[config.mk]
export PLATFORM = sky130hd
export DESIGN_NAME = hci_uart_rx_deframer_credits_unit
export DESIGN_NICKNAME = d
export VERILOG_FILES = /design/src/rtl/core/hci_rx_pkg.sv /design/src/rtl/core/hci_rx_in_stage.sv /design/src/rtl/core/hci_rx_engine.sv /design/src/rtl/core/hci_rx_out_stage.sv /design/src/rtl/core/hci_uart_rx_deframer_credits_unit.sv
export VERILOG_INCLUDE_DIRS = /design/src /design/src/rtl/core
export SDC_FILE = /design/constraint.sdc
export NUM_CORES = 1
export LEC_CHECK = 0
export BUFFER_PORTS_ARGS = -buffer_cell sky130_fd_sc_hd__buf_2
export CORE_MARGIN = 2
export CORE_UTILIZATION = 45
export DETAILED_ROUTE_END_ITERATION = 10
export PLACE_DENSITY = 0.68
export SLEW_MARGIN = 20
export SYNTH_ARGS = -nofsm -noshare
export SYNTH_HDL_FRONTEND = slang
export SYNTH_SLANG_ARGS = --single-unit
[constraint.sdc]
create_clock -name clock -period 3.2 [get_ports clock]
set_input_delay 0.64 -clock clock [delete_from_list [all_inputs] [get_ports clock]]
set_output_delay 0.64 -clock clock [all_outputs]
set_load 0.02 [all_outputs]
[src/rtl/core/hci_uart_rx_deframer_credits_unit_defines.svh]
// ----------------------------------------------------------------------------
// HCI H4 receive deframer: assertion macros
// Concurrent assertion wrappers used by the deframer modules.
// ----------------------------------------------------------------------------
`ifndef HCI_UART_RX_DEFRAMER_CREDITS_UNIT_DEFINES_SVH
`define HCI_UART_RX_DEFRAMER_CREDITS_UNIT_DEFINES_SVH

`ifndef NO_ASSERTIONS
// property checked outside reset
`define HRX_ASSERT(lbl, clk, rst, prop) \
   lbl: assert property (@(posedge clk) disable iff (rst) prop) \
      else $error("hci rx deframer assertion failed");
// property checked on every edge, reset included
`define HRX_ASSERT_ALWAYS(lbl, clk, prop) \
   lbl: assert property (@(posedge clk) prop) \
      else $error("hci rx deframer assertion failed");
`else
`define HRX_ASSERT(lbl, clk, rst, prop)
`define HRX_ASSERT_ALWAYS(lbl, clk, prop)
`endif

`endif

[src/rtl/core/hci_rx_pkg.sv]
// ----------------------------------------------------------------------------
// HCI H4 receive deframer package
// Phase and role codes, H4 constants and the word types shared by the stages.
// ----------------------------------------------------------------------------
`timescale 1ns / 1ps

package hci_rx_pkg;

   // receive phase codes
   localparam logic [3:0] PH_TYPE   = 4'd0;
   localparam logic [3:0] PH_EVCODE = 4'd1;
   localparam logic [3:0] PH_EVLEN  = 4'd2;
   localparam logic [3:0] PH_EVPAR  = 4'd3;
   localparam logic [3:0] PH_HLO    = 4'd4;
   localparam logic [3:0] PH_HHI    = 4'd5;
   localparam logic [3:0] PH_LLO    = 4'd6;
   localparam logic [3:0] PH_LHI    = 4'd7;
   localparam logic [3:0] PH_DATA   = 4'd8;

   // role codes on the result word
   localparam logic [3:0] ROLE_TYPE    = 4'd0;
   localparam logic [3:0] ROLE_EVCODE  = 4'd1;
   localparam logic [3:0] ROLE_EVLEN   = 4'd2;
   localparam logic [3:0] ROLE_EVPARAM = 4'd3;
   localparam logic [3:0] ROLE_HLO     = 4'd4;
   localparam logic [3:0] ROLE_HHI     = 4'd5;
   localparam logic [3:0] ROLE_LLO     = 4'd6;
   localparam logic [3:0] ROLE_LHI     = 4'd7;
   localparam logic [3:0] ROLE_DATA    = 4'd8;
   localparam logic [3:0] ROLE_CREDIT  = 4'd9;

   // item kinds
   localparam logic KIND_RX  = 1'b0;
   localparam logic KIND_CMD = 1'b1;

   // H4 packet types and event codes
   localparam logic [7:0] TYPE_EVENT      = 8'h04;
   localparam logic [7:0] TYPE_ACL        = 8'h02;
   localparam logic [7:0] EV_CMD_COMPLETE = 8'h0E;
   localparam logic [7:0] EV_CMD_STATUS   = 8'h0F;

   localparam logic [7:0] CREDIT_RESET = 8'd1;

   typedef struct packed {
      logic       kind;
      logic [7:0] rx_byte;
   } req_item_type;

   typedef struct packed {
      logic [3:0]  role;
      logic [7:0]  data_byte;
      logic [15:0] payload_index;
      logic        last_of_packet;
      logic        type_error;
      logic [7:0]  credits;
      logic        credit_refused;
   } rsp_item_type;

endpackage

[src/rtl/core/hci_rx_in_stage.sv]
// ----------------------------------------------------------------------------
// HCI H4 receive deframer: input register
// Holds one accepted request word until the decode stage consumes it.
// ----------------------------------------------------------------------------
`timescale 1ns / 1ps

module hci_rx_in_stage
   import hci_rx_pkg::*;
(
   input  logic         clock,
   input  logic         reset,
   input  logic         req_valid,
   output logic         req_stall,
   input  req_item_type req_item,
   input  logic         consume,
   output logic         item_valid,
   output req_item_type item
);

   logic         valid_ff;
   logic         valid_in;
   req_item_type item_ff;
   logic         load;

   // take a new word when empty or when the held one leaves this cycle
   assign req_stall = valid_ff && !consume;
   assign load      = req_valid && !req_stall;
   assign valid_in  = load || (valid_ff && !consume);

   always_ff @(posedge clock) begin
      if (reset) begin
         valid_ff <= 1'b0;
      end else begin
         valid_ff <= valid_in;
      end
   end

   always_ff @(posedge clock) begin
      if (load) begin
         item_ff <= req_item;
      end
   end

   assign item_valid = valid_ff;
   assign item       = item_ff;

endmodule

[src/rtl/core/hci_rx_engine.sv]
// ----------------------------------------------------------------------------
// HCI H4 receive deframer: decode engine
// Phase machine, length and position counters and the command credit count.
// Builds the result word for the held item and updates state when it fires.
// ----------------------------------------------------------------------------
`timescale 1ns / 1ps
`include "hci_uart_rx_deframer_credits_unit_defines.svh"

module hci_rx_engine
   import hci_rx_pkg::*;
(
   input  logic         clock,
   input  logic         reset,
   input  logic         fire,
   input  req_item_type item,
   output rsp_item_type result
);

   logic [3:0]  phase_ff,       phase_in;
   logic [7:0]  evt_code_ff,    evt_code_in;
   logic [15:0] remaining_ff,   remaining_in;
   logic [7:0]  length_low_ff,  length_low_in;
   logic [15:0] position_ff,    position_in;
   logic [7:0]  first_param_ff, first_param_in;
   logic [7:0]  second_param_ff, second_param_in;
   logic [7:0]  credit_ff,      credit_in;

   logic [15:0] remaining_dec;
   logic [15:0] position_inc;
   logic [15:0] acl_length;

   assign remaining_dec = remaining_ff - 16'd1;
   assign position_inc  = position_ff + 16'd1;
   assign acl_length    = {item.rx_byte, length_low_ff};

   // next state and result word
   always_comb begin
      phase_in        = phase_ff;
      evt_code_in     = evt_code_ff;
      remaining_in    = remaining_ff;
      length_low_in   = length_low_ff;
      position_in     = position_ff;
      first_param_in  = first_param_ff;
      second_param_in = second_param_ff;
      credit_in       = credit_ff;

      result                = '0;
      result.data_byte      = item.rx_byte;

      if (item.kind == KIND_CMD) begin
         // command sent: use a credit or refuse; receive phase untouched
         result.role      = ROLE_CREDIT;
         result.data_byte = 8'd0;
         if (credit_ff == 8'd0) begin
            result.credit_refused = 1'b1;
         end else begin
            credit_in = credit_ff - 8'd1;
         end
      end else begin
         case (phase_ff)
            PH_EVCODE: begin
               result.role = ROLE_EVCODE;
               evt_code_in = item.rx_byte;
               phase_in    = PH_EVLEN;
            end
            PH_EVLEN: begin
               result.role  = ROLE_EVLEN;
               remaining_in = {8'd0, item.rx_byte};
               position_in  = 16'd0;
               if (item.rx_byte == 8'd0) begin
                  result.last_of_packet = 1'b1;
                  phase_in              = PH_TYPE;
               end else begin
                  phase_in = PH_EVPAR;
               end
            end
            PH_EVPAR: begin
               result.role          = ROLE_EVPARAM;
               result.payload_index = position_ff;
               if (position_ff == 16'd0) begin
                  first_param_in = item.rx_byte;
               end
               if (position_ff == 16'd1) begin
                  second_param_in = item.rx_byte;
               end
               position_in  = position_inc;
               remaining_in = remaining_dec;
               // last parameter: reload credits from the completing event
               if (remaining_dec == 16'd0) begin
                  result.last_of_packet = 1'b1;
                  phase_in              = PH_TYPE;
                  if (evt_code_ff == EV_CMD_COMPLETE && position_inc >= 16'd1) begin
                     credit_in = first_param_in;
                  end else if (evt_code_ff == EV_CMD_STATUS &&
                               position_inc >= 16'd2) begin
                     credit_in = second_param_in;
                  end
               end
            end
            PH_HLO: begin
               result.role = ROLE_HLO;
               phase_in    = PH_HHI;
            end
            PH_HHI: begin
               result.role = ROLE_HHI;
               phase_in    = PH_LLO;
            end
            PH_LLO: begin
               result.role   = ROLE_LLO;
               length_low_in = item.rx_byte;
               phase_in      = PH_LHI;
            end
            PH_LHI: begin
               result.role  = ROLE_LHI;
               remaining_in = acl_length;
               position_in  = 16'd0;
               if (acl_length == 16'd0) begin
                  result.last_of_packet = 1'b1;
                  phase_in              = PH_TYPE;
               end else begin
                  phase_in = PH_DATA;
               end
            end
            PH_DATA: begin
               result.role          = ROLE_DATA;
               result.payload_index = position_ff;
               position_in          = position_inc;
               remaining_in         = remaining_dec;
               if (remaining_dec == 16'd0) begin
                  result.last_of_packet = 1'b1;
                  phase_in              = PH_TYPE;
               end
            end
            default: begin
               // packet type byte; anything unknown is flagged and skipped
               result.role = ROLE_TYPE;
               if (item.rx_byte == TYPE_EVENT) begin
                  phase_in = PH_EVCODE;
               end else if (item.rx_byte == TYPE_ACL) begin
                  phase_in = PH_HLO;
               end else begin
                  result.type_error = 1'b1;
                  phase_in          = PH_TYPE;
               end
            end
         endcase
      end

      result.credits = credit_in;
   end

   // state registers
   always_ff @(posedge clock) begin
      if (reset) begin
         phase_ff        <= PH_TYPE;
         evt_code_ff     <= 8'd0;
         remaining_ff    <= 16'd0;
         length_low_ff   <= 8'd0;
         position_ff     <= 16'd0;
         first_param_ff  <= 8'd0;
         second_param_ff <= 8'd0;
         credit_ff       <= CREDIT_RESET;
      end else if (fire) begin
         phase_ff        <= phase_in;
         evt_code_ff     <= evt_code_in;
         remaining_ff    <= remaining_in;
         length_low_ff   <= length_low_in;
         position_ff     <= position_in;
         first_param_ff  <= first_param_in;
         second_param_ff <= second_param_in;
         credit_ff       <= credit_in;
      end
   end

   // command words never move the receive phase
   `HRX_ASSERT(a_cmd_keeps_phase, clock, reset,
      fire && item.kind == KIND_CMD |=> $stable(phase_ff))
   // a refusal only happens with the count at zero, and leaves it there
   `HRX_ASSERT(a_refuse_at_zero, clock, reset,
      fire && result.credit_refused |-> credit_ff == 8'd0 && result.credits == 8'd0)
   // end of packet or bad type byte returns to waiting for a type byte
   `HRX_ASSERT(a_last_to_type, clock, reset,
      fire && (result.last_of_packet || result.type_error) |=> phase_ff == PH_TYPE)
   // the payload index is zero on every word outside a packet body
   `HRX_ASSERT(a_index_in_body, clock, reset,
      fire && result.payload_index != 16'd0 |->
         result.role == ROLE_EVPARAM || result.role == ROLE_DATA)

endmodule

[src/rtl/core/hci_rx_out_stage.sv]
// ----------------------------------------------------------------------------
// HCI H4 receive deframer: result register
// Holds one result word until the consumer takes it.
// ----------------------------------------------------------------------------
`timescale 1ns / 1ps

module hci_rx_out_stage
   import hci_rx_pkg::*;
(
   input  logic         clock,
   input  logic         reset,
   input  logic         load,
   input  rsp_item_type result,
   output logic         ready,
   output logic         rsp_valid,
   input  logic         rsp_stall,
   output rsp_item_type rsp_item
);

   logic         valid_ff;
   logic         valid_in;
   rsp_item_type item_ff;

   // free when empty or when the held word is taken this cycle
   assign ready    = !valid_ff || !rsp_stall;
   assign valid_in = load || (valid_ff && rsp_stall);

   always_ff @(posedge clock) begin
      if (reset) begin
         valid_ff <= 1'b0;
      end else begin
         valid_ff <= valid_in;
      end
   end

   always_ff @(posedge clock) begin
      if (load) begin
         item_ff <= result;
      end
   end

   assign rsp_valid = valid_ff;
   assign rsp_item  = item_ff;

endmodule

[src/rtl/core/hci_uart_rx_deframer_credits_unit.sv]
// An accepted word passes through the input register and then the result register.
// Throughput: one word per cycle while the result side does not stall, set by the single-pass decode stage.
// While a finished result waits under stall, the input register takes one
// more word and then the input stalls until the result is taken.
// Reset (synchronous) empties both registers, returns to waiting for a type
// byte and loads the command credit count with 1.
// ----------------------------------------------------------------------------
// HCI H4 receive deframer with command credits: top level
// Classifies received H4 bytes, marks packet ends and tracks command credits.
// ----------------------------------------------------------------------------
`timescale 1ns / 1ps

module hci_uart_rx_deframer_credits_unit
   import hci_rx_pkg::*;
(
   input  logic        clock,
   input  logic        reset,
   input  logic        req_valid,
   output logic        req_stall,
   input  logic        req_kind,
   input  logic [7:0]  req_rx_byte,
   output logic        rsp_valid,
   input  logic        rsp_stall,
   output logic [3:0]  rsp_role,
   output logic [7:0]  rsp_data_byte,
   output logic [15:0] rsp_payload_index,
   output logic        rsp_last_of_packet,
   output logic        rsp_type_error,
   output logic [7:0]  rsp_credits,
   output logic        rsp_credit_refused
);

   req_item_type req_item;
   req_item_type held_item;
   logic         held_valid;
   logic         out_ready;
   logic         fire;
   rsp_item_type result;
   rsp_item_type rsp_item;

   assign req_item.kind    = req_kind;
   assign req_item.rx_byte = req_rx_byte;

   // held word moves on when the result register can take it
   assign fire = held_valid && out_ready;

   hci_rx_in_stage u_in_stage (
      .clock      (clock),
      .reset      (reset),
      .req_valid  (req_valid),
      .req_stall  (req_stall),
      .req_item   (req_item),
      .consume    (fire),
      .item_valid (held_valid),
      .item       (held_item)
   );

   hci_rx_engine u_engine (
      .clock  (clock),
      .reset  (reset),
      .fire   (fire),
      .item   (held_item),
      .result (result)
   );

   hci_rx_out_stage u_out_stage (
      .clock     (clock),
      .reset     (reset),
      .load      (fire),
      .result    (result),
      .ready     (out_ready),
      .rsp_valid (rsp_valid),
      .rsp_stall (rsp_stall),
      .rsp_item  (rsp_item)
   );

   assign rsp_role           = rsp_item.role;
   assign rsp_data_byte      = rsp_item.data_byte;
   assign rsp_payload_index  = rsp_item.payload_index;
   assign rsp_last_of_packet = rsp_item.last_of_packet;
   assign rsp_type_error     = rsp_item.type_error;
   assign rsp_credits        = rsp_item.credits;
   assign rsp_credit_refused = rsp_item.credit_refused;

endmodule

# [Word-level counts from Yosys, hierarchy flattened]
# Index checks and enable logic that the tools add are counted.
[totals] in_bits=13 reg_bits=126
[classes] n_eq_ne=14 bitwise=2 n_addsub=3 magnitude_cmp=2 muxes=23 n_reduce_logical=30
[op_table] op="2-to-1 mux 8 bit" count=8
[op_table] op="logical NOT 16 bit" count=3
[op_table] op="case mux 16 bit (3 select lines)" count=1
[op_table] op="case mux 16 bit (2 select lines)" count=1
[op_table] op="case mux 4 bit (8 select lines)" count=1
[op_table] op="case mux 4 bit (7 select lines)" count=1
[op_table] op="AND reduction 3 bit" count=6
[op_table] op="adder 16 x 1 -> 16 bit (second input constant)" count=1
[op_table] op="equality test 16 x 1 -> 1 bit (second input constant)" count=1
[op_table] op="equality test 4 x 3 -> 1 bit (second input constant)" count=4
[op_table] op="equality test 8 x 4 -> 1 bit (second input constant)" count=2
[op_table] op=">= comparator 16 x 1 -> 1 bit (second input constant)" count=1
[op_table] op=">= comparator 16 x 2 -> 1 bit (second input constant)" count=1
[op_table] op="logical NOT 8 bit" count=2
[op_table] op="subtractor 16 x 1 -> 16 bit (second input constant)" count=1
[op_table] op="2-to-1 mux 4 bit" count=3
[op_table] op="OR reduction 10 bit" count=1
[op_table] op="equality test 4 x 2 -> 1 bit (second input constant)" count=2
[op_table] op="equality test 8 x 2 -> 1 bit (second input constant)" count=1
[op_table] op="equality test 8 x 3 -> 1 bit (second input constant)" count=1
[op_table] op="subtractor 8 x 1 -> 8 bit (second input constant)" count=1
[op_table] op="logical AND 1 bit" count=6
[op_table] op="OR reduction 2 bit" count=3
[op_table] op="2-to-1 mux 1 bit" count=5
[op_table] op="11 further kinds" count=17

# [Longest topological paths before layout]
# Gate-level depths: netlist of run 1.
[logic_depth] word_depth=8 ltp_mapped=11 ltp_nobuf=10

# [Cells and area by module]
# From an unflattened synthesis of run 1, not the netlist that was laid out.
[unflattened] cells_unflattened=765 hier_area_um2=6859.1
[by_module_without_submodules] mod="hci_rx_engine" n_inst=1 area_per_inst_um2=5328.9 seq_area_each_um2=1521.5 cells_each=708
[by_module_without_submodules] mod="hci_rx_out_stage" n_inst=1 area_per_inst_um2=1203.7 seq_area_each_um2=1191.1 cells_each=43
[by_module_without_submodules] mod="hci_rx_in_stage" n_inst=1 area_per_inst_um2=320.3 seq_area_each_um2=290.3 cells_each=13
[by_module_without_submodules] mod="hci_uart_rx_deframer_credits_unit" n_inst=1 area_per_inst_um2=6.3 seq_area_each_um2=0.0 cells_each=1

# [Least setup slack after synthesis of run 1]
# Ideal clock, no wire load.
[synth_path] kind="input port to flip-flop" start="input rsp_stall" end="register u_engine.evt_code_ff[0]" t_required_ns=3.072 n_path_buf=1 path_stages=8 path_slack_ns=0.347 arrival_ns=2.725 setup_time_ns=0.128 cell_sequence="nand2_1 nand2_1 inv_1 buf_2 nand2_1 nor4_2 mux2i_1 nor2_1"
[synth_between] elab_chain_cells=4
[synth_rtl] item="start, declared" line_no="hci_uart_rx_deframer_credits_unit.sv:23" source="input logic rsp_stall,"
[synth_rtl] item="logical NOT 1 bit" line_no="hci_rx_out_stage.sv:25" source="assign ready = !valid_ff || !rsp_stall;"
[synth_rtl] item="logical OR 1 bit" line_no="hci_rx_out_stage.sv:25"
[synth_rtl] item="logical AND 1 bit" line_no="hci_uart_rx_deframer_credits_unit.sv:45" source="assign fire = held_valid && out_ready;"
[synth_rtl] item="via fire" line_no="hci_uart_rx_deframer_credits_unit.sv:37" source="logic fire;"
[synth_rtl] item="AND reduction 3 bit (no line)"
[synth_rtl] item="end signal, assigned" line_no="hci_rx_engine.sv:165" source="evt_code_ff <= evt_code_in;"
[synth_rtl] item="end, declared" line_no="hci_rx_engine.sv:20" source="logic [7:0] evt_code_ff, evt_code_in;"
# The timed path passes the listed nets, and every way through them passes these cells.
# A chain may end at the register's enable or synchronous reset.

==> results of run 1 <==
what timing repair did:
action	CTS	global route
setup buffers	0	1
gates resized for setup	0	7
setup endpoints to repair	0	8
hold endpoints to repair	0	0
cells by family after synthesis:
family / after synthesis / synth area share (%)
AO/OA/AOI/OAI: 158 / 15.4
multiplexers: 46 / 6.82
flip-flops: 126 / 44.1
buffers and inverters: 76 / 4.87
XOR/XNOR: 14 / 1.80
AND/OR/NAND/NOR: 333 / 25.6
adder cells (fa/ha/maj): 8 / 1.47
report_power, final:
part | leakage (nW) | total, mW | switching [mW] | internal [mW]
Combinational | 1.76 | 0.203 | 0.141 | 0.0620
Sequential | 1.08 | 1.73 | 0.0292 | 1.70
Clock | 0.270 | 1.81 | 0.731 | 1.08
Total | 3.11 | 3.75 | 0.901 | 2.85
critical path, stage by stage, from the launching register on:
cell	delay [ns]
dfxtp_1	0.42
buf_4	0.22
nor4_1	0.27
and4_1	0.39
nand2_1	0.34
nand2_1	0.15
and3_1	0.17
a22oi_1	0.10
o311a_1	0.35
a221o_1	0.26
cell usage in the layout, fill, tap and decap left out, types with 4 or more instances in the layout:
master,n
o211ai_1,4
nand2b_1,4
nor2b_1,13
a31oi_1,7
clkbuf_16,17
buf_4,28
nor3_1,28
and3_1,25
a221oi_1,5
nand4_1,12
nand2_1,56
nor3b_1,5
nand3_2,4
nand3_1,23
a21oi_1,46
nor4_1,15
clkinv_2,4
dfxtp_1,76
a41oi_1,4
mux2i_1,43
and2_1,7
edfxtp_1,48
nand3b_1,4
ha_1,7
or3_1,8
a211oi_1,6
nor2_1,107
a22oi_1,9
xor2_1,10
o21ai_0,41
inv_1,12
buf_2,53
or4_1,4
layer usage:
layer | up-vias | GRT usage [%] | wire [microns]
met2 | 310 | 35.5 | 8150
li1 | 2855 | - | -
met4 | 0 | 10.8 | 512
met5 | - | 0 | 0
met1 | 2761 | 29.0 | 7660
met3 | 47 | 4.82 | 1400
path summary, 6_finish.rpt:
check             cells past startpoint                                    to
setup / recovery                      9     u_out_stage.rsp_item[6]$_DFFE_PP_
hold / removal                        1          u_in_stage.item[1]$_DFFE_PP_
setup reg to reg                      9     u_out_stage.rsp_item[6]$_DFFE_PP_
hold reg to reg                       2  u_engine.evt_code_ff[1]$_SDFFE_PP0P_
per-stage QoR:
step / cells / cell area, sq um / total power [mW] / setup slack, ns
after floorplan: 761 / 6810 / 1.89 / 0.347
after global placement: 964 / 7250 / 1.96 / 0.194
after detailed placement: 964 / 7250 / 1.97 / 0.129
after CTS: 996 / 7810 / 3.78 / 0.0960
after global routing: 997 / 7850 / 3.88 / 0.0345
final: 997 / 7850 / 3.75 / 0.281
sequential cells by signal (all words and copies together), names as in the netlist:
| name | count |
|---|---|
| u_out_stage.rsp_item | 39 |
| u_engine.position_ff | 16 |
| u_engine.remaining_ff | 16 |
| u_in_stage.item | 9 |
| u_engine.credit_ff | 8 |
| u_engine.evt_code_ff | 8 |
| u_engine.first_param_ff | 8 |
| u_engine.length_low_ff | 8 |
| u_engine.second_param_ff | 8 |
| u_engine.phase_ff | 4 |
| u_in_stage.item_valid | 1 |
| u_out_stage.rsp_valid | 1 |
cell type report:
class | count | area share, %
Clock buffer | 18 | 5.59
Clock inverter | 14 | 1.50
Inverter | 14 | 0.669
Multi-Input combinational cell | 559 | 44.7
Sequential cell | 126 | 38.3
Tap cell | 184 | 2.93
Timing Repair Buffer | 82 | 6.31
==> qor.tcl, run 1 <==
set qor(ys_top_cells_by_count) {107 x nor2_1, 78 x dfxtp_1, 56 x nand2_1}
set qor(clk_sinks) 126
set qor(syn_inst) 761
set qor(clk_latency_worst_skew_pair_ns) 0.42
set qor(antenna_cells) 0
set qor(worst_setup_hold_path_clk_slew_ns) 0.06
set qor(syn_nets) 782
set qor(postRouteWirelength_microns) 17700
set qor(achievable-frequency_mhz) 343
set qor(cts-htree-levels) 4
set qor(layout-drive-gt1-share_pct) 17.8
set qor(ys_warn_count) 0
set qor(grt_first_pass_wirelength_microns) 28500
set qor(critical_path_peak_fanout) 11
set qor(maximum_clock_insertion_buffer_count) 2
set qor(via_count) 5973
set qor(max_cap_viol_count) 0
set qor(nNetsFinal) 821
set qor(period_needed_ns) 2.92
set qor(cts_root_buf) {clkbuf_16}
set qor(regArea_sq_um) 3010
set qor(grt_start_max_net_pins) 45
set qor(final_core_utilization_pct) 53.6
set qor(crit_path_start_kind) {flip-flop}
set qor(period_share_pct) 91.2
set qor(ys_top_cells_by_area) {dfxtp_1 23%, edfxtp_1 21%, mux2i_1 6.3%}
set qor(clock_tree_from_tritoncts) {built}
set qor(crit_start) {u_engine.position_ff[2]$_SDFFE_PP0P_}
set qor(synth.cell_area_sq_um) 6810
set qor(dieArea_sq_um) 16100
set qor(buffer_ports.inserted) 53
set qor(netlist.area_leader.share_pct) 22.9
set qor(leakage_nw) 3.11
set qor(cts_inserted_buffers) 17
set qor(critical_path.endpoint_type) {flip-flop}
set qor(post_drt_via_cell_ratio) 5.99
set qor(detailedRoute.firstIterationViolations) 731
set qor(power.density_nw_per_um2) 478
set qor(final-max-slew-violation-count) 0
set qor(worst-slew-pin-transition_ns) 0.834
set qor(flow.area_growth_from_synthesis_pct) 15.3
set qor(synth_edf_count) 48
set qor(synth_area_per_cell_sq_um) 8.95
set qor(path_class) {flip-flop to flip-flop}
set qor(rr_startpoint) {u_engine.position_ff[2]$_SDFFE_PP0P_}
set qor(via_count_of_the_first_global_routing_pass) 5639
set qor(worst-endpoint-required_ns) 3.37
set qor(timing.critical_path.arrival_ns) 3.08
set qor(synth_seq_area_share_pct) 44.1
set qor(post-route-drc-count) 0
set qor(core_area_sq_um) 14600
set qor(floorplan.initialDensity_pct) 46.5
set qor(multiInputGateArea_sq_um) 3510
set qor(core.rowCount) 44
set qor(antenna_violations_before_repair) 0
set qor(min_from) {req_rx_byte[1]}
set qor(ctsHoldBuffers) 0
set qor(floorplan.io_pins) 54
set qor(grt_overflow) 0
set qor(finalSetupViolCount) 0
set qor(synth.largest_area_cell) {dfxtp_1}
set qor(timing.final.hold_violations) 0
set qor(drtPass1Iterations) 8
set qor(synth-seq-cells) 126
set qor(max-vdd-ir-drop_v) 0.000373
set qor(place.gp.congestion) 0.919
set qor(routed_wire_length_per_instance_microns) 17.8
set qor(die_height_microns) 127
set qor(synthFlopType) {dfxtp_1}
set qor(antenna_left) 0
set qor(result_of_the_run) {finished clean}
set qor(synth.most_common_cell) {nor2_1}
set qor(setup_total_negative_slack_ns) 0
set qor(worst_slew_margin_rel_pct) 44.1
set qor(netlist-cell-type-count) 73
set qor(track_usage_pct) 22.3
set qor(timing.clock.skew_ns) 0.00839
set qor(dieWidth_microns) 127
set qor(hold_class) {input port to flip-flop}
set qor(finalHoldWorstSlack_ns) 0.395
set qor(rrSetupSlack_ns) 0.28
set qor(fill_cells) 1316
set qor(synth-async-reset-ratio_pct) 0
set qor(setup_repair_after_global_routing_missed_its_margin) {no}
set qor(dp_hpwl_microns) 11900
Power figures use the tool's default switching activity.
==> run 2, diff against run 1 <==
- CORE_ASPECT_RATIO: unset -> 0.6
- SYNTH_HIERARCHICAL: unset -> 1
- clock period: 3.2 -> 3.6 ns (I/O delays scaled with it)
==> run 2 against run 1 <==
Compared with the run above:
- clock skew grew 0.0028 ns
- critical path type unchanged
- non-clock buffer count decreased by 12
- highest routed layer is now met5
- first-iteration DRC count did not move
- wire length grew 8.6%
- synthesized cell count up 0.53%
==> qor.tcl, run 2 <==
set qor(path_class) {flip-flop to flip-flop}
set qor(worst-slew-pin-transition_ns) 1.00 ;# +0.170 ns
set qor(syn_nets) 787 ;# +0.64%
set qor(cts_inserted_buffers) 17 ;# unchanged
set qor(mostFrequentLayoutCell) {nor2_1}
set qor(period_needed_ns) 3.25 ;# +0.331 ns
set qor(cp-endpoint) {u_out_stage/rsp_item[7]$_DFFE_PP_}
set qor(place.gp.congestion) 0.892 ;# -3.0%
set qor(place_area_sq_um) 7250 ;# about the same
set qor(dieArea_sq_um) 16300 ;# +0.89%
set qor(ys_top_cells_by_area) {dfxtp_1 23%, edfxtp_1 21%, mux2i_1 6.7%}
set qor(hold_class) {input port to flip-flop}
set qor(clk_latency_worst_skew_pair_ns) 0.42 ;# about the same
set qor(max_cap_viol_count) 0 ;# unchanged
set qor(grt_first_pass_wirelength_microns) 30500 ;# +6.9%
set qor(rr_startpoint) {u_engine/position_ff[0]$_SDFFE_PP0P_}
set qor(largest_register_ff_count) 39 ;# unchanged
set qor(floorplan.initialDensity_pct) 46.7 ;# +0.23 points
set qor(finalSetupViolCount) 0 ;# unchanged
set qor(critical_path_peak_fanout) 12 ;# +1
set qor(max-vdd-ir-drop_v) 0.000250 ;# -33%
set qor(detailedRoute.firstIterationViolations) 731 ;# unchanged
set qor(power.density_nw_per_um2) 453 ;# -5.2%
set qor(rrSetupSlack_ns) 0.35 ;# +0.07 ns
set qor(layout-drive-gt1-share_pct) 15.8 ;# -2.0 points
set qor(post_drt_via_cell_ratio) 6.06 ;# +1.2%
set qor(setup_repair_after_global_routing_missed_its_margin) {no}
set qor(grt_overflow) 0 ;# unchanged
set qor(synth.cell_area_sq_um) 6860 ;# +0.72%
set qor(postRouteWirelength_microns) 19200 ;# +8.6%
set qor(antenna_violations_before_repair) 1 ;# +1
set qor(pre_cts_ws_ns) 0.399 ;# +0.269 ns
set qor(ctsHoldBuffers) 0 ;# unchanged
set qor(dieWidth_microns) 163 ;# +29%
set qor(finalHoldWorstSlack_ns) 0.477 ;# +0.0816 ns
set qor(worstRegToRegCells) 9 ;# unchanged
set qor(final.setup.worst_slack_ns) 0.351 ;# +0.0693 ns
set qor(timing.final.hold_violations) 0 ;# unchanged
set qor(crit_start) {u_engine/position_ff[0]$_SDFFE_PP0P_}
set qor(critPathBufInv) 0 ;# -1
set qor(crit_path_max_incr_delay_ns) 0.55 ;# +0.13 ns
set qor(die_height_microns) 99.6 ;# -22%
set qor(timing.clock.skew_ns) 0.0112 ;# +0.00284 ns
set qor(synth_seq_area_share_pct) 43.8 ;# -0.31 points
set qor(synth-async-reset-ratio_pct) 0 ;# unchanged
set qor(synth.most_common_cell) {nor2_1}
set qor(path_delay_family) {simple AND/OR/NAND/NOR gates}
set qor(syn_inst) 765 ;# +0.53%
set qor(synthFlopType) {dfxtp_1}
set qor(via_count_of_the_first_global_routing_pass) 5747 ;# +1.9%
set qor(worst_r2r_endpoint) {u_out_stage/rsp_item[7]$_DFFE_PP_}
set qor(layout.cell_area.non_filler_sq_um) 7850 ;# about the same
set qor(floorplan.io_pins) 54 ;# unchanged
set qor(final-max-slew-violation-count) 0 ;# unchanged
set qor(netlist.area_leader.share_pct) 22.8 ;# -0.16 points
set qor(post_cts.resized_instances) 0 ;# unchanged
set qor(clk_sinks) 126 ;# unchanged
set qor(routed_wire_length_per_instance_microns) 19.1 ;# +7.5%
set qor(setup_total_negative_slack_ns) 0 ;# unchanged
set qor(result_of_the_run) {finished clean}
set qor(synth-seq-cells) 126 ;# unchanged
set qor(worst_slew_margin_rel_pct) 33.0 ;# -11 points
set qor(dp_hpwl_microns) 13300 ;# +12%
set qor(antenna_left) 0 ;# unchanged
set qor(grt_start_max_net_pins) 53 ;# +18%
set qor(antenna_cells) 0 ;# unchanged
set qor(post-route-drc-count) 0 ;# unchanged
set qor(ys_warn_count) 6 ;# +6
set qor(nNetsFinal) 818 ;# -0.37%
set qor(worst_setup_hold_path_clk_slew_ns) 0.06 ;# about the same
set qor(leakage_nw) 3.11 ;# about the same
set qor(flow.area_growth_from_synthesis_pct) 14.5
set qor(post_cts_buffers) 0 ;# unchanged
set qor(period_share_pct) 90.3 ;# -0.95 points
set qor(synth.largest_area_cell) {dfxtp_1}
set qor(core_area_sq_um) 14700 ;# +0.22%
set qor(crit_path_top_delay_cell) {or4_4}
set qor(final_cell_mix) {111 x nor2_1, 78 x dfxtp_1, 53 x buf_2, 53 x nand2_1, 50 x a21oi_1}
set qor(cts_root_buf) {clkbuf_16}
set qor(synth_edf_count) 48 ;# unchanged
set qor(final_core_utilization_pct) 53.5 ;# -0.10 points
set qor(buffer_ports.inserted) 53 ;# unchanged
set qor(cts-htree-levels) 4 ;# unchanged
set qor(via_count) 6106 ;# +2.2%
set qor(worst-endpoint-required_ns) 3.77 ;# +0.40 ns
set qor(crit_path_start_kind) {flip-flop}
set qor(track_usage_pct) 24.1 ;# +1.8 points
set qor(timing.critical_path.arrival_ns) 3.42 ;# +0.34 ns
set qor(core.rowCount) 34 ;# -23%
set qor(achievable-frequency_mhz) 308 ;# -10%
set qor(maximum_clock_insertion_buffer_count) 2 ;# unchanged
set qor(critical_path.endpoint_type) {flip-flop}
set qor(worstSetupPathDepth) 9 ;# unchanged
set qor(clock_tree_from_tritoncts) {built}
set qor(ys_top_cells_by_count) {111 x nor2_1, 78 x dfxtp_1, 53 x nand2_1}
set qor(netlist-cell-type-count) 72 ;# -1.4%
set qor(synth_area_per_cell_sq_um) 8.97 ;# +0.19%
set qor(drtPass1Iterations) 5 ;# -3
set qor(crit_path_cell_trace) {ha_1 > nand4_1 > or4_4 > xor2_1 > and3_4 > a31oi_1 > a22oi_1 > o221ai_1 > nand2_1}
run 2: cell count changes in the layout (fill, tap and decap cells not counted), sizes merged, moves of 8 or more:
cell,change
buf,-12
nand3,-8
o21ai,-12
or2,+8
run 2: through the flow:
step                      std cells  power (mW)
final                          1007        3.55
after global routing           1007        3.66
after floorplan                 765        1.74
after CTS                      1007        3.57
after global placement          975        1.83
after detailed placement        975        1.83
run 2: layout make-up:
| class | instances | area (sq um) |
|---|---|---|
| clock inverters | 13 | 166 |
| multi-input cells | 565 | 3550 |
| inverters | 16 | 60.1 |
| clock buffers | 19 | 433 |
| fillers | 1330 | 6820 |
| flip-flops and latches | 126 | 3000 |
| well taps | 198 | 248 |
| repair buffers | 70 | 393 |
run 2: worst min-delay path by stage:
stage                                                  startpoint                                       to  slack, ns  cells past startpoint
after floorplan           u_engine/first_param_ff[2]$_SDFFE_PP0P_  u_engine/first_param_ff[2]$_SDFFE_PP0P_       0.45                      2
after detailed placement     u_engine/evt_code_ff[7]$_SDFFE_PP0P_     u_engine/evt_code_ff[7]$_SDFFE_PP0P_       0.48                      2
after CTS                                          req_rx_byte[0]             u_in_stage/item[0]$_DFFE_PP_       0.46                      1
after global placement       u_engine/evt_code_ff[7]$_SDFFE_PP0P_     u_engine/evt_code_ff[7]$_SDFFE_PP0P_       0.47                      2
final                                              req_rx_byte[0]             u_in_stage/item[0]$_DFFE_PP_       0.48                      1
after global routing                               req_rx_byte[6]             u_in_stage/item[6]$_DFFE_PP_       0.47                      1
run 2: metal layers:
| metal | global-route usage, % | share of wire, % |
|---|---|---|
| met2 | 33.8 | 40 |
| met1 | 35.1 | 47 |
| met5 | 0 | 0.057 |
| met4 | 7.90 | 1.8 |
| met3 | 7.38 | 11 |
run 2: cells by family (layout without fill, tap and decap cells):
logic type / count (synthesis) / after routing / synth area share, %
AO/OA/AOI/OAI: 163 / 163 / 15.8
XOR/XNOR: 14 / 14 / 1.79
flip-flops: 126 / 126 / 43.8
multiplexers: 52 / 52 / 7.70
buffers and inverters: 74 / 118 / 4.54
AND/OR/NAND/NOR: 327 / 327 / 24.8
adder cells (fa/ha/maj): 9 / 9 / 1.64
run 2: report_power, final:
group | internal (mW) | total (mW) | switching, mW
clock | 1.09 | 1.75 | 0.655
combinational | 0.0756 | 0.240 | 0.164
sequential | 1.53 | 1.57 | 0.0366
total | 2.70 | 3.55 | 0.856
==> run 3, diff against run 2 <==
- CORE_ASPECT_RATIO: 0.6 -> unset
- GPL_ROUTABILITY_DRIVEN: unset -> 0
==> run 3 against run 2 <==
Compared with the run above:
- global-route usage decreased by 2.3 points
- via count decreased by 2.1%
- worst hold slack worse by 0.0066 ns
- final cell count is 1.4% lower
- largest cell class unchanged
- critical path depth unchanged
- clock skew is 0.00083 ns higher
- setup slack got worse by 0.0070 ns
- clock power decreased by 3%
- fmax decreased by 0.21%
==> qor.tcl, run 3 (synthesis results as in run 2) <==
set qor(clk_latency_worst_skew_pair_ns) 0.43 ;# about the same
set qor(largest_register_ff_count) 39 ;# unchanged
set qor(maximum_clock_insertion_buffer_count) 2 ;# unchanged
set qor(crit_path_cell_trace) {ha_1 > nand4_1 > or4_4 > xor2_1 > and3_4 > a31oi_1 > a22oi_1 > o221ai_1 > a311oi_1}
set qor(power.density_nw_per_um2) 448 ;# -1.1%
set qor(crit_path_max_incr_delay_ns) 0.55 ;# about the same
set qor(timing.final.hold_violations) 0 ;# unchanged
set qor(hold_class) {input port to flip-flop}
set qor(setup_total_negative_slack_ns) 0 ;# unchanged
set qor(flow.area_growth_from_synthesis_pct) 13.7
set qor(final-max-slew-violation-count) 0 ;# unchanged
set qor(dieArea_sq_um) 16200 ;# -0.20%
set qor(pwr-share-seq_pct) 45.0 ;# +0.9 points
set qor(layout.cell_area.non_filler_sq_um) 7800 ;# -0.65%
set qor(achievable-frequency_mhz) 307 ;# -0.21%
set qor(worst_setup_hold_path_clk_slew_ns) 0.06 ;# about the same
set qor(grt_start_max_net_pins) 80 ;# +51%
set qor(internal-power_mw) 2.67 ;# -1.1%
set qor(sw_share_pct) 23.5 ;# -0.53 points
set qor(antenna_left) 0 ;# unchanged
set qor(antenna_violations_before_repair) 0 ;# -1
set qor(core.rowCount) 45 ;# +32%
set qor(track_usage_pct) 21.9 ;# -2.3 points
set qor(result_of_the_run) {finished clean}
set qor(path_class) {flip-flop to flip-flop}
set qor(postRouteWirelength_microns) 17800 ;# -7.5%
set qor(finalSetupViolCount) 0 ;# unchanged
set qor(worst-endpoint-required_ns) 3.91 ;# +0.14 ns
set qor(setup_repair_after_global_routing_missed_its_margin) {no}
set qor(floorplan.initialDensity_pct) 45.6 ;# -1.1 points
set qor(mostFrequentLayoutCell) {nor2_1}
set qor(grt_overflow) 0 ;# unchanged
set qor(worst_slew_margin_rel_pct) 41.8 ;# +8.8 points
set qor(detailedRoute.firstIterationViolations) 747 ;# +2.2%
set qor(die_height_microns) 127 ;# +28%
set qor(total_switching_power_mw) 0.822 ;# -3.9%
set qor(drtPass1Iterations) 5 ;# unchanged
set qor(floorplan.io_pins) 54 ;# unchanged
set qor(totalPowerFinal_mw) 3.49 ;# -1.8%
set qor(cts_root_buf) {clkbuf_16}
set qor(critical_path_peak_fanout) 12 ;# unchanged
set qor(critical_path.endpoint_type) {flip-flop}
set qor(post_cts.resized_instances) 0 ;# unchanged
set qor(pre_cts_ws_ns) 0.449 ;# +0.0508 ns
set qor(clock_share_of_power_pct) 48.5 ;# -0.6 points
set qor(via_count) 5978 ;# -2.1%
set qor(final_cell_mix) {111 x nor2_1, 78 x dfxtp_1, 53 x buf_2, 53 x nand2_1, 50 x a21oi_1}
set qor(timing.critical_path.arrival_ns) 3.57 ;# +0.15 ns
set qor(grt_first_pass_wirelength_microns) 28000 ;# -8.1%
set qor(cts-htree-levels) 4 ;# unchanged
set qor(antenna_cells) 0 ;# unchanged
set qor(timing.clock.skew_ns) 0.0121 ;# +0.000831 ns
set qor(crit_path_top_delay_cell) {or4_4}
set qor(max-vdd-ir-drop_v) 0.000357 ;# +43%
set qor(place_area_sq_um) 7210 ;# -0.59%
set qor(via_count_of_the_first_global_routing_pass) 5496 ;# -4.4%
set qor(post-route-drc-count) 0 ;# unchanged
set qor(crit_path_start_kind) {flip-flop}
set qor(dieWidth_microns) 127 ;# -22%
set qor(clock_tree_from_tritoncts) {built}
set qor(period_share_pct) 90.5 ;# +0.19 points
set qor(core_area_sq_um) 15000 ;# +2.4%
set qor(clk_sinks) 126 ;# unchanged
set qor(ctsHoldBuffers) 0 ;# unchanged
set qor(max_cap_viol_count) 0 ;# unchanged
set qor(leakage_nw) 3.09 ;# -0.52%
set qor(post_drt_via_cell_ratio) 6.02 ;# -0.72%
set qor(layout-drive-gt1-share_pct) 15.4 ;# -0.42 points
set qor(worst-slew-pin-transition_ns) 0.864 ;# -0.140 ns
set qor(cts_inserted_buffers) 17 ;# unchanged
set qor(final.setup.worst_slack_ns) 0.344 ;# -0.00695 ns
set qor(dp_hpwl_microns) 11700 ;# -12%
set qor(nNetsFinal) 814 ;# -0.49%
set qor(comb_power_share_pct) 6.5 ;# -0.2 points
set qor(routed_wire_length_per_instance_microns) 17.9 ;# -6.2%
set qor(post_cts_buffers) 0 ;# unchanged
set qor(period_needed_ns) 3.26 ;# +0.00695 ns
set qor(buffer_ports.inserted) 53 ;# unchanged
-- run 3: cell count changes in the layout (fill, tap and decap cells not counted) --
| cell | delta |
|---|---|
| clkbuf_16 | +1 |
| clkinv_2 | +1 |
| clkinv_4 | -3 |
| clkbuf_8 | +4 |
| buf_4 | -4 |
| clkinvlp_4 | -1 |
| bufinv_16 | -2 |
-- run 3: power groups by stage --
stage	clock [mW]	sequential (mW)	combinational (mW)
final	1.69	1.57	0.228
after global routing	1.79	1.57	0.245
after CTS	1.72	1.57	0.225
after detailed placement	0	1.60	0.224
after global placement	0	1.60	0.219
after floorplan	0	1.62	0.122
-- run 3: cell type report --
type                    count  area (sq um)
fillers                  1343          7230
multi-input cells         565          3550
flip-flops and latches    126          3000
clock buffers              24           513
repair buffers             66           363
well taps                 188           235
clock inverters             8          77.6
inverters                  16          60.1
-- run 3: stage by stage --
| stage | cells | utilization [%] | hold WS, ns |
|---|---|---|---|
| 2_1_floorplan | 765 | - | 0.454 |
| 3_3_place_gp | 961 | 48.0 | 0.468 |
| 3_5_place_dp | 961 | 48.0 | 0.486 |
| 4_1_cts | 993 | 51.9 | 0.453 |
| 5_1_grt | 993 | 51.9 | 0.453 |
| 6_report | 993 | 51.9 | 0.470 |
-- run 3: path summary, 6_finish.rpt --
kind	from	endpoint	slack, ns	cells past startpoint
hold / removal	req_rx_byte[6]	u_in_stage/item[6]$_DFFE_PP_	0.47	1
setup / recovery	u_engine/position_ff[0]$_SDFFE_PP0P_	u_engine/credit_ff[6]$_SDFFE_PP0P_	0.34	9
hold reg to reg	u_engine/second_param_ff[0]$_SDFFE_PP0P_	u_engine/second_param_ff[0]$_SDFFE_PP0P_	0.50	2
setup reg to reg	u_engine/position_ff[0]$_SDFFE_PP0P_	u_engine/credit_ff[6]$_SDFFE_PP0P_	0.34	9
-- run 3: metal layers --
metal / GRT usage [%] / routed length, microns / vias to the layer above
li1: - / - / 2846
met1: 29.7 / 7980 / 2798
met2: 33.5 / 7960 / 301
met3: 5.15 / 1450 / 33
met4: 9.44 / 415 / 0
met5: 0 / 0 / -
-- run 3: critical path: cells and delay by family, from the launching register on --
family,cells,cell delay (ns)
XOR/XNOR,1,0.24
flip-flops,1,0.53
AND/OR/NAND/NOR,3,1.00
AO/OA/AOI/OAI,4,1.02
adder cells (fa/ha/maj),1,0.36
